<file path="src/design/ladsr_pkg.sv">
// Shared types, constants and the sequencer microcode for the linear ADSR envelope core.
// Depends on nothing; every other design file refers to it by scoped names.
package ladsr_pkg;

  // Default parameter values.
  localparam int COUNTER_BITS_DEF   = 32;
  localparam int GAIN_FRAC_BITS_DEF = 15;

  // Fixed field widths.
  localparam int REQ_BITS   = 2;
  localparam int DT_BITS    = 16;
  localparam int TICK_BITS  = 24;
  localparam int SUS_BITS   = 16;
  localparam int GAIN_BITS  = 16;
  localparam int PHASE_BITS = 3;

  // Register map.
  localparam int PADDR_BITS = 4;
  localparam int PDATA_BITS = 32;
  localparam logic [1:0] REG_ATTACK  = 2'd0;
  localparam logic [1:0] REG_DECAY   = 2'd1;
  localparam logic [1:0] REG_SUSTAIN = 2'd2;
  localparam logic [1:0] REG_RELEASE = 2'd3;

  // Register reset values.
  localparam logic [TICK_BITS-1:0] ATTACK_RST  = 24'd480;
  localparam logic [TICK_BITS-1:0] DECAY_RST   = 24'd4800;
  localparam logic [SUS_BITS-1:0]  SUSTAIN_RST = 16'd24576;
  localparam logic [TICK_BITS-1:0] RELEASE_RST = 24'd4800;

  // Request codes.
  localparam logic [REQ_BITS-1:0] REQ_ADVANCE  = 2'd0;
  localparam logic [REQ_BITS-1:0] REQ_NOTE_ON  = 2'd1;
  localparam logic [REQ_BITS-1:0] REQ_NOTE_OFF = 2'd2;

  // Phase codes.
  localparam logic [PHASE_BITS-1:0] PH_ATTACK  = 3'd0;
  localparam logic [PHASE_BITS-1:0] PH_DECAY   = 3'd1;
  localparam logic [PHASE_BITS-1:0] PH_SUSTAIN = 3'd2;
  localparam logic [PHASE_BITS-1:0] PH_RELEASE = 3'd3;
  localparam logic [PHASE_BITS-1:0] PH_DONE    = 3'd4;

  typedef struct packed {
    logic [REQ_BITS-1:0] req_type;
    logic [DT_BITS-1:0]  dt_ticks;
  } in_word_t;

  typedef struct packed {
    logic [GAIN_BITS-1:0]  gain;
    logic [PHASE_BITS-1:0] phase;
    logic                  finished;
  } out_word_t;

  // Sequencer steps.
  localparam int STEP_BITS = 3;
  localparam logic [STEP_BITS-1:0] ST_ACCEPT   = 3'd0;
  localparam logic [STEP_BITS-1:0] ST_CLASSIFY = 3'd1;
  localparam logic [STEP_BITS-1:0] ST_MUL      = 3'd2;
  localparam logic [STEP_BITS-1:0] ST_DIV      = 3'd3;
  localparam logic [STEP_BITS-1:0] ST_FINISH   = 3'd4;
  localparam logic [STEP_BITS-1:0] ST_RETURN   = 3'd5;

  // Datapath operations.
  localparam logic [2:0] OP_NOP      = 3'd0;
  localparam logic [2:0] OP_ACCEPT   = 3'd1;
  localparam logic [2:0] OP_CLASSIFY = 3'd2;
  localparam logic [2:0] OP_MUL      = 3'd3;
  localparam logic [2:0] OP_DIV      = 3'd4;
  localparam logic [2:0] OP_FINISH   = 3'd5;

  // Jump conditions.
  localparam logic [2:0] C_NEVER    = 3'd0;
  localparam logic [2:0] C_ALWAYS   = 3'd1;
  localparam logic [2:0] C_NO_INPUT = 3'd2;
  localparam logic [2:0] C_NO_DIV   = 3'd3;
  localparam logic [2:0] C_DIV_MORE = 3'd4;
  localparam logic [2:0] C_OUT_BUSY = 3'd5;

  typedef struct packed {
    logic [2:0]           op;
    logic [2:0]           cond;
    logic [STEP_BITS-1:0] target;
  } ucode_t;

  // The control program. A step falls through to the next one unless its condition holds.
  function automatic ucode_t ucode_rom(input logic [STEP_BITS-1:0] step);
    ucode_t w;
    case (step)
      ST_ACCEPT:   w = '{op: OP_ACCEPT,   cond: C_NO_INPUT, target: ST_ACCEPT};
      ST_CLASSIFY: w = '{op: OP_CLASSIFY, cond: C_NO_DIV,   target: ST_FINISH};
      ST_MUL:      w = '{op: OP_MUL,      cond: C_NEVER,    target: ST_ACCEPT};
      ST_DIV:      w = '{op: OP_DIV,      cond: C_DIV_MORE, target: ST_DIV};
      ST_FINISH:   w = '{op: OP_FINISH,   cond: C_OUT_BUSY, target: ST_FINISH};
      ST_RETURN:   w = '{op: OP_NOP,      cond: C_ALWAYS,   target: ST_ACCEPT};
      default:     w = '{op: OP_NOP,      cond: C_ALWAYS,   target: ST_ACCEPT};
    endcase
    return w;
  endfunction

endpackage

</file>
<file path="src/design/linear_adsr_envelope_core.sv">
// Top level of the linear ADSR envelope core: microcoded sequencer, datapath and APB registers.
// Depends on ladsr_pkg for types, constants and the control program.

// One voice of a linear ADSR envelope. Each input word (advance, note on or note off) updates
// the two saturating tick counters and the released flag, then yields one output word with the
// gain, phase and finished flag of the new state. A ramp takes the multiply and divide steps;
// sustain and finished skip them. The ramp gain needs one multiply followed by a restoring
// divider that settles one quotient bit per cycle. The next input word can be taken after the
// return step that follows the load into the output register, and the finishing step waits
// only while a previous result is still held there. The user must write registers through the
// APB port only while the core is idle; the core does not enforce this. pready is always high.
module linear_adsr_envelope_core #(
  parameter int COUNTER_BITS   = ladsr_pkg::COUNTER_BITS_DEF,
  parameter int GAIN_FRAC_BITS = ladsr_pkg::GAIN_FRAC_BITS_DEF
) (
  input  logic                              clk_i,
  input  logic                              rst_ni,
  input  logic                              in_valid_i,
  output logic                              in_ready_o,
  input  ladsr_pkg::in_word_t               in_data_i,
  output logic                              out_valid_o,
  input  logic                              out_ready_i,
  output ladsr_pkg::out_word_t              out_data_o,
  input  logic                              psel,
  input  logic                              penable,
  input  logic                              pwrite,
  input  logic [ladsr_pkg::PADDR_BITS-1:0]  paddr,
  input  logic [ladsr_pkg::PDATA_BITS-1:0]  pwdata,
  output logic [ladsr_pkg::PDATA_BITS-1:0]  prdata,
  output logic                              pready
);

  localparam int CB = COUNTER_BITS;
  localparam int TB = ladsr_pkg::TICK_BITS;
  localparam int BW = GAIN_FRAC_BITS + 1;   // gain and quotient width, holds ONE
  localparam int PW = TB + BW;              // product and remainder width
  localparam int CW = $clog2(BW);
  localparam logic [BW-1:0] ONE = {1'b1, {GAIN_FRAC_BITS{1'b0}}};

  // Configuration registers.
  logic [TB-1:0]                   atk_q, dec_q, rel_ticks_q;
  logic [ladsr_pkg::SUS_BITS-1:0]  sus_q;
  logic                            cfg_we;
  logic [1:0]                      cfg_idx;

  assign pready  = 1'b1;
  assign cfg_idx = paddr[3:2];
  assign cfg_we  = psel && penable && pwrite;

  always_ff @(posedge clk_i or negedge rst_ni) begin
    if (!rst_ni) begin
      atk_q       <= ladsr_pkg::ATTACK_RST;
      dec_q       <= ladsr_pkg::DECAY_RST;
      sus_q       <= ladsr_pkg::SUSTAIN_RST;
      rel_ticks_q <= ladsr_pkg::RELEASE_RST;
    end else if (cfg_we) begin
      case (cfg_idx)
        ladsr_pkg::REG_ATTACK:  atk_q       <= pwdata[TB-1:0];
        ladsr_pkg::REG_DECAY:   dec_q       <= pwdata[TB-1:0];
        ladsr_pkg::REG_SUSTAIN: sus_q       <= pwdata[ladsr_pkg::SUS_BITS-1:0];
        ladsr_pkg::REG_RELEASE: rel_ticks_q <= pwdata[TB-1:0];
        default: ;
      endcase
    end
  end

  always_comb begin
    case (cfg_idx)
      ladsr_pkg::REG_ATTACK:  prdata = ladsr_pkg::PDATA_BITS'(atk_q);
      ladsr_pkg::REG_DECAY:   prdata = ladsr_pkg::PDATA_BITS'(dec_q);
      ladsr_pkg::REG_SUSTAIN: prdata = ladsr_pkg::PDATA_BITS'(sus_q);
      ladsr_pkg::REG_RELEASE: prdata = ladsr_pkg::PDATA_BITS'(rel_ticks_q);
      default:                prdata = '0;
    endcase
  end

  // Sustain level clamped to one.
  logic [BW-1:0] s_clamp;
  assign s_clamp = (32'(sus_q) > 32'(ONE)) ? ONE : BW'(sus_q);

  // Sequencer.
  logic [ladsr_pkg::STEP_BITS-1:0] step_q, step_d;
  ladsr_pkg::ucode_t               uc;
  logic                            take_jump;
  logic                            out_free;

  // Voice state and datapath registers.
  logic [CB-1:0]                   on_q, on_d, off_q, off_d;
  logic                            rel_q, rel_d;
  logic [ladsr_pkg::PHASE_BITS-1:0] phase_q, phase_d;
  logic [TB-1:0]                   a_q, a_d, div_q, div_d;
  logic [BW-1:0]                   b_q, b_d, quo_q, quo_d;
  logic [PW-1:0]                   rem_q, rem_d, dsh_q, dsh_d;
  logic [CW-1:0]                   cnt_q, cnt_d;
  logic                            out_valid_q, out_valid_d;
  ladsr_pkg::out_word_t            out_data_q, out_data_d;

  // Combinational helpers.
  logic [CB:0]                     on_sum, off_sum;
  logic [CB-1:0]                   on_sat, off_sat, td;
  logic                            t_lt_a, td_lt_d, rel_done;
  logic [ladsr_pkg::PHASE_BITS-1:0] cls_phase;
  logic [PW-1:0]                   prod, rem_sub;
  logic                            ge;
  logic [BW-1:0]                   gain_w;
  logic [BW+ladsr_pkg::GAIN_BITS-1:0] gain_ext;

  assign uc         = ladsr_pkg::ucode_rom(step_q);
  assign in_ready_o = (uc.op == ladsr_pkg::OP_ACCEPT);
  assign out_free   = !out_valid_q || out_ready_i;

  assign on_sum  = {1'b0, on_q}  + (CB+1)'(in_data_i.dt_ticks);
  assign off_sum = {1'b0, off_q} + (CB+1)'(in_data_i.dt_ticks);
  assign on_sat  = on_sum[CB]  ? '1 : on_sum[CB-1:0];
  assign off_sat = off_sum[CB] ? '1 : off_sum[CB-1:0];

  assign td       = on_q - CB'(atk_q);
  assign t_lt_a   = on_q < CB'(atk_q);
  assign td_lt_d  = td < CB'(dec_q);
  assign rel_done = (rel_ticks_q == '0) || (off_q >= CB'(rel_ticks_q));

  always_comb begin
    if (!rel_q) begin
      if (t_lt_a)       cls_phase = ladsr_pkg::PH_ATTACK;
      else if (td_lt_d) cls_phase = ladsr_pkg::PH_DECAY;
      else              cls_phase = ladsr_pkg::PH_SUSTAIN;
    end else begin
      cls_phase = rel_done ? ladsr_pkg::PH_DONE : ladsr_pkg::PH_RELEASE;
    end
  end

  assign prod    = a_q * b_q;
  assign ge      = rem_q >= dsh_q;
  assign rem_sub = rem_q - dsh_q;

  always_comb begin
    case (phase_q)
      ladsr_pkg::PH_ATTACK:  gain_w = quo_q;
      ladsr_pkg::PH_RELEASE: gain_w = quo_q;
      ladsr_pkg::PH_DECAY:   gain_w = ONE - quo_q;
      ladsr_pkg::PH_SUSTAIN: gain_w = s_clamp;
      default:               gain_w = '0;
    endcase
  end
  assign gain_ext = (BW+ladsr_pkg::GAIN_BITS)'(gain_w);

  always_comb begin
    case (uc.cond)
      ladsr_pkg::C_NEVER:    take_jump = 1'b0;
      ladsr_pkg::C_ALWAYS:   take_jump = 1'b1;
      ladsr_pkg::C_NO_INPUT: take_jump = !in_valid_i;
      ladsr_pkg::C_NO_DIV:   take_jump = (cls_phase == ladsr_pkg::PH_SUSTAIN) ||
                                         (cls_phase == ladsr_pkg::PH_DONE);
      ladsr_pkg::C_DIV_MORE: take_jump = (cnt_q != '0);
      ladsr_pkg::C_OUT_BUSY: take_jump = !out_free;
      default:               take_jump = 1'b0;
    endcase
    step_d = take_jump ? uc.target : step_q + ladsr_pkg::STEP_BITS'(1);
  end

  always_comb begin
    on_d        = on_q;
    off_d       = off_q;
    rel_d       = rel_q;
    phase_d     = phase_q;
    a_d         = a_q;
    b_d         = b_q;
    div_d       = div_q;
    rem_d       = rem_q;
    dsh_d       = dsh_q;
    quo_d       = quo_q;
    cnt_d       = cnt_q;
    out_data_d  = out_data_q;
    out_valid_d = out_valid_q && !out_ready_i;

    case (uc.op)
      ladsr_pkg::OP_ACCEPT: begin
        if (in_valid_i) begin
          case (in_data_i.req_type)
            ladsr_pkg::REQ_ADVANCE: begin
              on_d = on_sat;
              if (rel_q) off_d = off_sat;
            end
            ladsr_pkg::REQ_NOTE_ON: begin
              on_d  = '0;
              off_d = '0;
              rel_d = 1'b0;
            end
            ladsr_pkg::REQ_NOTE_OFF: begin
              if (!rel_q) begin
                rel_d = 1'b1;
                off_d = '0;
              end
            end
            default: ;
          endcase
        end
      end
      ladsr_pkg::OP_CLASSIFY: begin
        phase_d = cls_phase;
        case (cls_phase)
          ladsr_pkg::PH_ATTACK: begin
            a_d   = on_q[TB-1:0];
            b_d   = ONE;
            div_d = atk_q;
          end
          ladsr_pkg::PH_DECAY: begin
            a_d   = td[TB-1:0];
            b_d   = ONE - s_clamp;
            div_d = dec_q;
          end
          default: begin
            // Only the release ramp remains to divide; the other phases skip the divider.
            a_d   = rel_ticks_q - off_q[TB-1:0];
            b_d   = s_clamp;
            div_d = rel_ticks_q;
          end
        endcase
      end
      ladsr_pkg::OP_MUL: begin
        rem_d = prod;
        dsh_d = PW'(div_q) << (BW - 1);
        quo_d = '0;
        cnt_d = CW'(BW - 1);
      end
      ladsr_pkg::OP_DIV: begin
        // The quotient never exceeds one, so BW bits of restoring division suffice.
        if (ge) rem_d = rem_sub;
        quo_d = {quo_q[BW-2:0], ge};
        dsh_d = dsh_q >> 1;
        cnt_d = cnt_q - CW'(1);
      end
      ladsr_pkg::OP_FINISH: begin
        if (out_free) begin
          out_valid_d         = 1'b1;
          out_data_d.gain     = gain_ext[ladsr_pkg::GAIN_BITS-1:0];
          out_data_d.phase    = phase_q;
          out_data_d.finished = (phase_q == ladsr_pkg::PH_DONE);
        end
      end
      default: ;
    endcase
  end

  always_ff @(posedge clk_i or negedge rst_ni) begin
    if (!rst_ni) begin
      step_q      <= ladsr_pkg::ST_ACCEPT;
      on_q        <= '1;
      off_q       <= '1;
      rel_q       <= 1'b1;
      phase_q     <= ladsr_pkg::PH_DONE;
      cnt_q       <= '0;
      out_valid_q <= 1'b0;
    end else begin
      step_q      <= step_d;
      on_q        <= on_d;
      off_q       <= off_d;
      rel_q       <= rel_d;
      phase_q     <= phase_d;
      cnt_q       <= cnt_d;
      out_valid_q <= out_valid_d;
    end
  end

  always_ff @(posedge clk_i) begin
    a_q        <= a_d;
    b_q        <= b_d;
    div_q      <= div_d;
    rem_q      <= rem_d;
    dsh_q      <= dsh_d;
    quo_q      <= quo_d;
    out_data_q <= out_data_d;
  end

  assign out_valid_o = out_valid_q;
  assign out_data_o  = out_data_q;

  // The finished flag and the done phase always travel together.
  a_fin_phase: assert property (@(posedge clk_i) disable iff (!rst_ni)
    out_valid_o |-> (out_data_o.finished == (out_data_o.phase == ladsr_pkg::PH_DONE)))
    else $error("finished flag disagrees with phase");

  // An accepted word is always followed by classification.
  a_accept_seq: assert property (@(posedge clk_i) disable iff (!rst_ni)
    (in_valid_i && in_ready_o) |=> (step_q == ladsr_pkg::ST_CLASSIFY))
    else $error("sequencer did not move to classification after accept");

  // A new result appears only from the finishing step.
  a_load_src: assert property (@(posedge clk_i) disable iff (!rst_ni)
    $rose(out_valid_o) |-> ($past(step_q) == ladsr_pkg::ST_FINISH))
    else $error("output loaded outside the finishing step");

  // A note on restarts the voice.
  a_note_on: assert property (@(posedge clk_i) disable iff (!rst_ni)
    (in_valid_i && in_ready_o && (in_data_i.req_type == ladsr_pkg::REQ_NOTE_ON))
    |=> ((on_q == '0) && (off_q == '0) && !rel_q))
    else $error("note on did not clear the voice state");

endmodule
</file>
<file path="config.mk">
export PLATFORM = sky130hd
export DESIGN_NAME = linear_adsr_envelope_core
export DESIGN_NICKNAME = d
export VERILOG_FILES = /design/src/design/ladsr_pkg.sv /design/src/design/linear_adsr_envelope_core.sv
export SDC_FILE = /design/constraint.sdc
export NUM_CORES = 2
export LEC_CHECK = 0
export BUFFER_PORTS_ARGS = -buffer_cell sky130_fd_sc_hd__clkbuf_2
export CAP_MARGIN = 20
export CORE_MARGIN = 1
export CORE_UTILIZATION = 59
export CTS_BUF_LIST = sky130_fd_sc_hd__clkbuf_8 sky130_fd_sc_hd__clkbuf_16
export DETAILED_ROUTE_END_ITERATION = 10
export PLACE_DENSITY = 0.82
export SETUP_SLACK_MARGIN = 0.1
export SKIP_CTS_REPAIR_TIMING = 1
export SLEW_MARGIN = 20
export SYNTH_ARGS = -nofsm -noshare
export SYNTH_HDL_FRONTEND = slang
export SYNTH_SLANG_ARGS = --single-unit
</file>
<file path="constraint.sdc">
create_clock -name clk_i -period 6.7 [get_ports clk_i]
set_clock_uncertainty 0.15 [all_clocks]
set_input_delay 0 -clock clk_i [delete_from_list [all_inputs] [get_ports clk_i]]
set_output_delay 0 -clock clk_i [all_outputs]
set_load 0.01 [all_outputs]
</file>
==> flow_metrics.tcl <==
set metrics [dict create \
    status "finished with violations" \
    violations "hold timing, setup timing" \
    cts_made_buffers 38 \
    hpwlAfterDp_um 79500 \
    synth_compound_area_share_pct 15.7 \
    final_cells 4931 \
    grt_overflow 0 \
    clock_latency_ns 0.60 \
    yosys_warnings 0 \
    grt_pass1_wl_um 161000 \
    synth_xor_area_share_pct 3.44 \
    drv_slew 0 \
    ff2ff_path_depth 27 \
    grt_start_max_net_pins 112 \
    fmax_mhz 142 \
    clkTransAtPathRegs_ns 0.06 \
    synth_top_area_cell "fa_1" \
    synthCells 3908 \
    dieArea_um2 61500 \
    synth_edf_count 179 \
    totalWireLength_um 104000 \
    synth-main-ff-cell "edfxtp_1" \
    final_nets 4784 \
    hold_ws_ns -0.0443 \
    final_util_pct 68.3 \
    setup.worst_path.start_class "flop" \
    dpl_worst_slack_ns -0.377 \
    criticalPathCategory "flop to flop" \
    setup_viol 12 \
    first_iter_violations 3013 \
    end_kind "flop" \
    gp_congestion 0.985 \
    async_flop_share_pct 47.8 \
    antenna_found_initial 11 \
    cts_tree "built" \
    max_slew_margin_pct 27.2 \
    grt_pass1_vias 30000 \
    fin_crit_ns 7.04 \
    synthAdderAreaFrac_pct 27.6 \
    vias_per_cell 6.18 \
    core_um2 59400 \
    cts-htree-levels 2 \
    synth_area_um2 35700 \
    numClockSinks 343 \
    die_y_um 248 \
    wl_per_cell_um 21.2 \
    io_buffers 96 \
    yosysSeqAreaShare_pct 26.8 \
    slowest_delay_ns 0.56 \
    io_pins 116 \
    tightest_slew_ns 1.09 \
    muxShareOfSynthArea_pct 3.33 \
    root_buffer "clkbuf_16" \
    hold_violations 34 \
    ys_top_cells_by_area "fa_1 (17%), edfxtp_1 (15%), ha_1 (10%)" \
    dr.pass1.iters 6 \
    crit_arrival_ns 7.19 \
    ant_nets 0 \
    rows 89 \
    critical-path-slowest-cell "fa_1" \
    crit_required_ns 6.85 \
    fp.dieW_um 248 \
    synth-simple-area-share_pct 15.1 \
    synthDistinctLibCells 96 \
    drc_errors 0 \
    dp.cells 4793 \
    syn_avg_cell_area_um2 9.13 \
    setup_ws_ns -0.343 \
    drive_gt1_share_pct 15.5 \
    yosysTopAreaCellShare_pct 17.4 \
    path_max_fanout 7 \
    syn_to_final_growth_pct 13.6 \
    cap_violations 0 \
    worstHoldPathType "primary input to asynchronous set/reset pin" \
    start_util_pct 60.1 \
    synth-seq-cells 343 \
    path_common_cell "fa_1" \
    num_vias 30500 \
    synth_top_family_by_area "adder cells" \
    max-clock-path-buffers 3 \
    grt_usage_pct 33.9 \
    rsz0062_at_grt "yes" \
    timing.final.crit_share_pct 105 \
]
-- cell type report --
cell class / instances / area (µm²)
multi-input combinational: 2848 / 23800
fill: 4344 / 18800
sequential: 343 / 9580
timing repair buffer: 347 / 2850
inverter: 543 / 2040
clock buffer: 41 / 992
tap: 773 / 967
clock inverter: 29 / 251
antenna: 7 / 17.5
-- layer usage --
| layer | GRT usage, % | vias to the layer above | routed length, µm |
|---|---|---|---|
| met5 | 0 | - | 27 |
| met4 | 18.3 | 4 | 6030 |
| met3 | 5.80 | 363 | 9070 |
| met2 | 56.0 | 1532 | 50200 |
| met1 | 42.3 | 14900 | 39100 |
| li1 | - | 13700 | - |
-- kinds of logic (layout without fill, tap and decap cells) --
logic type / after synthesis / after routing
AND/OR/NAND/NOR: 1134 / 1134
AO/OA/AOI/OAI: 872 / 872
buffers and inverters: 724 / 960
adder cells (fa/ha/maj): 602 / 602
flip-flops: 343 / 343
XOR/XNOR: 140 / 140
multiplexers: 91 / 91
other: 2 / 16
-- worst max-delay path, delay by kind of cell (launching register included) --
family          cells  cell delay [ns]
buf+inv             9             0.91
simple gates        2             0.48
flops               1             0.42
fa+ha+maj           7             3.41
compound gates      9             1.36
-- layout by cell type, fill, tap and decap left out, types with 27 or more instances in the layout --
master	instances
nor2_1	181
xor2_1	56
nand2_1	476
dfrtp_1	84
dfstp_2	80
buf_4	171
nor3_1	52
a21oi_1	206
a21o_1	86
inv_1	536
ha_1	278
o221ai_1	27
fa_1	308
dlygate4sd3_1	45
mux2_2	63
nand3_1	45
xnor2_1	82
edfxtp_1	179
clkbuf_16	39
a211oi_1	41
nand4_1	27
clkbuf_2	94
and2_1	175
o21ai_0	215
-- worst paths after layout --
check                           start         to  slack [ns]
hold / removal                 rst_ni  off_q[31]       -0.04
max in group asynchronous      rst_ni  step_q[1]        5.46
hold reg to reg               on_q[0]    on_q[0]        0.35
setup / recovery               b_q[6]  rem_q[24]       -0.34
min in group clk_i         in_valid_i   on_q[22]       -0.03
setup reg to reg               b_q[6]  rem_q[24]       -0.34
-- state kept, by name (all words and copies together) (netlist names), 4 cells and up --
register	count
a_q	24
atk_q	24
b_q	16
cnt_q	4
dec_q	24
div_q	24
dsh_q	39
off_q	32
on_q	32
out_data_o	20
quo_q	16
rel_ticks_q	24
rem_q	40
sus_q	16
-- metrics by stage --
step | hold WS (ns) | area (µm²) | TNS, ns
floorplan | -0.446 | 35700 | 0
global placement | -0.222 | 38200 | -0.589
detailed placement | -0.222 | 38200 | -2.12
CTS | -0.833 | 39400 | -2.83
global route | 0.000554 | 40500 | -4.94
finish | -0.0443 | 40500 | -2.32
-- cells in the mapped netlist (47+ instances only) --
master,n
inv_1,541
nand2_1,481
fa_1,311
ha_1,291
o21ai_0,230
a21oi_1,218
nor2_1,183
and2_1,179
edfxtp_1,179
clkbuf_1,151
a21o_1,86
dfrtp_1,84
xnor2_1,84
dfstp_2,80
mux2_2,63
nor3_1,58
xor2_1,56
nand3_1,47
Power is not shown: default switching activity piles up to over one toggle a cycle in this logic, so the estimate is an artifact.
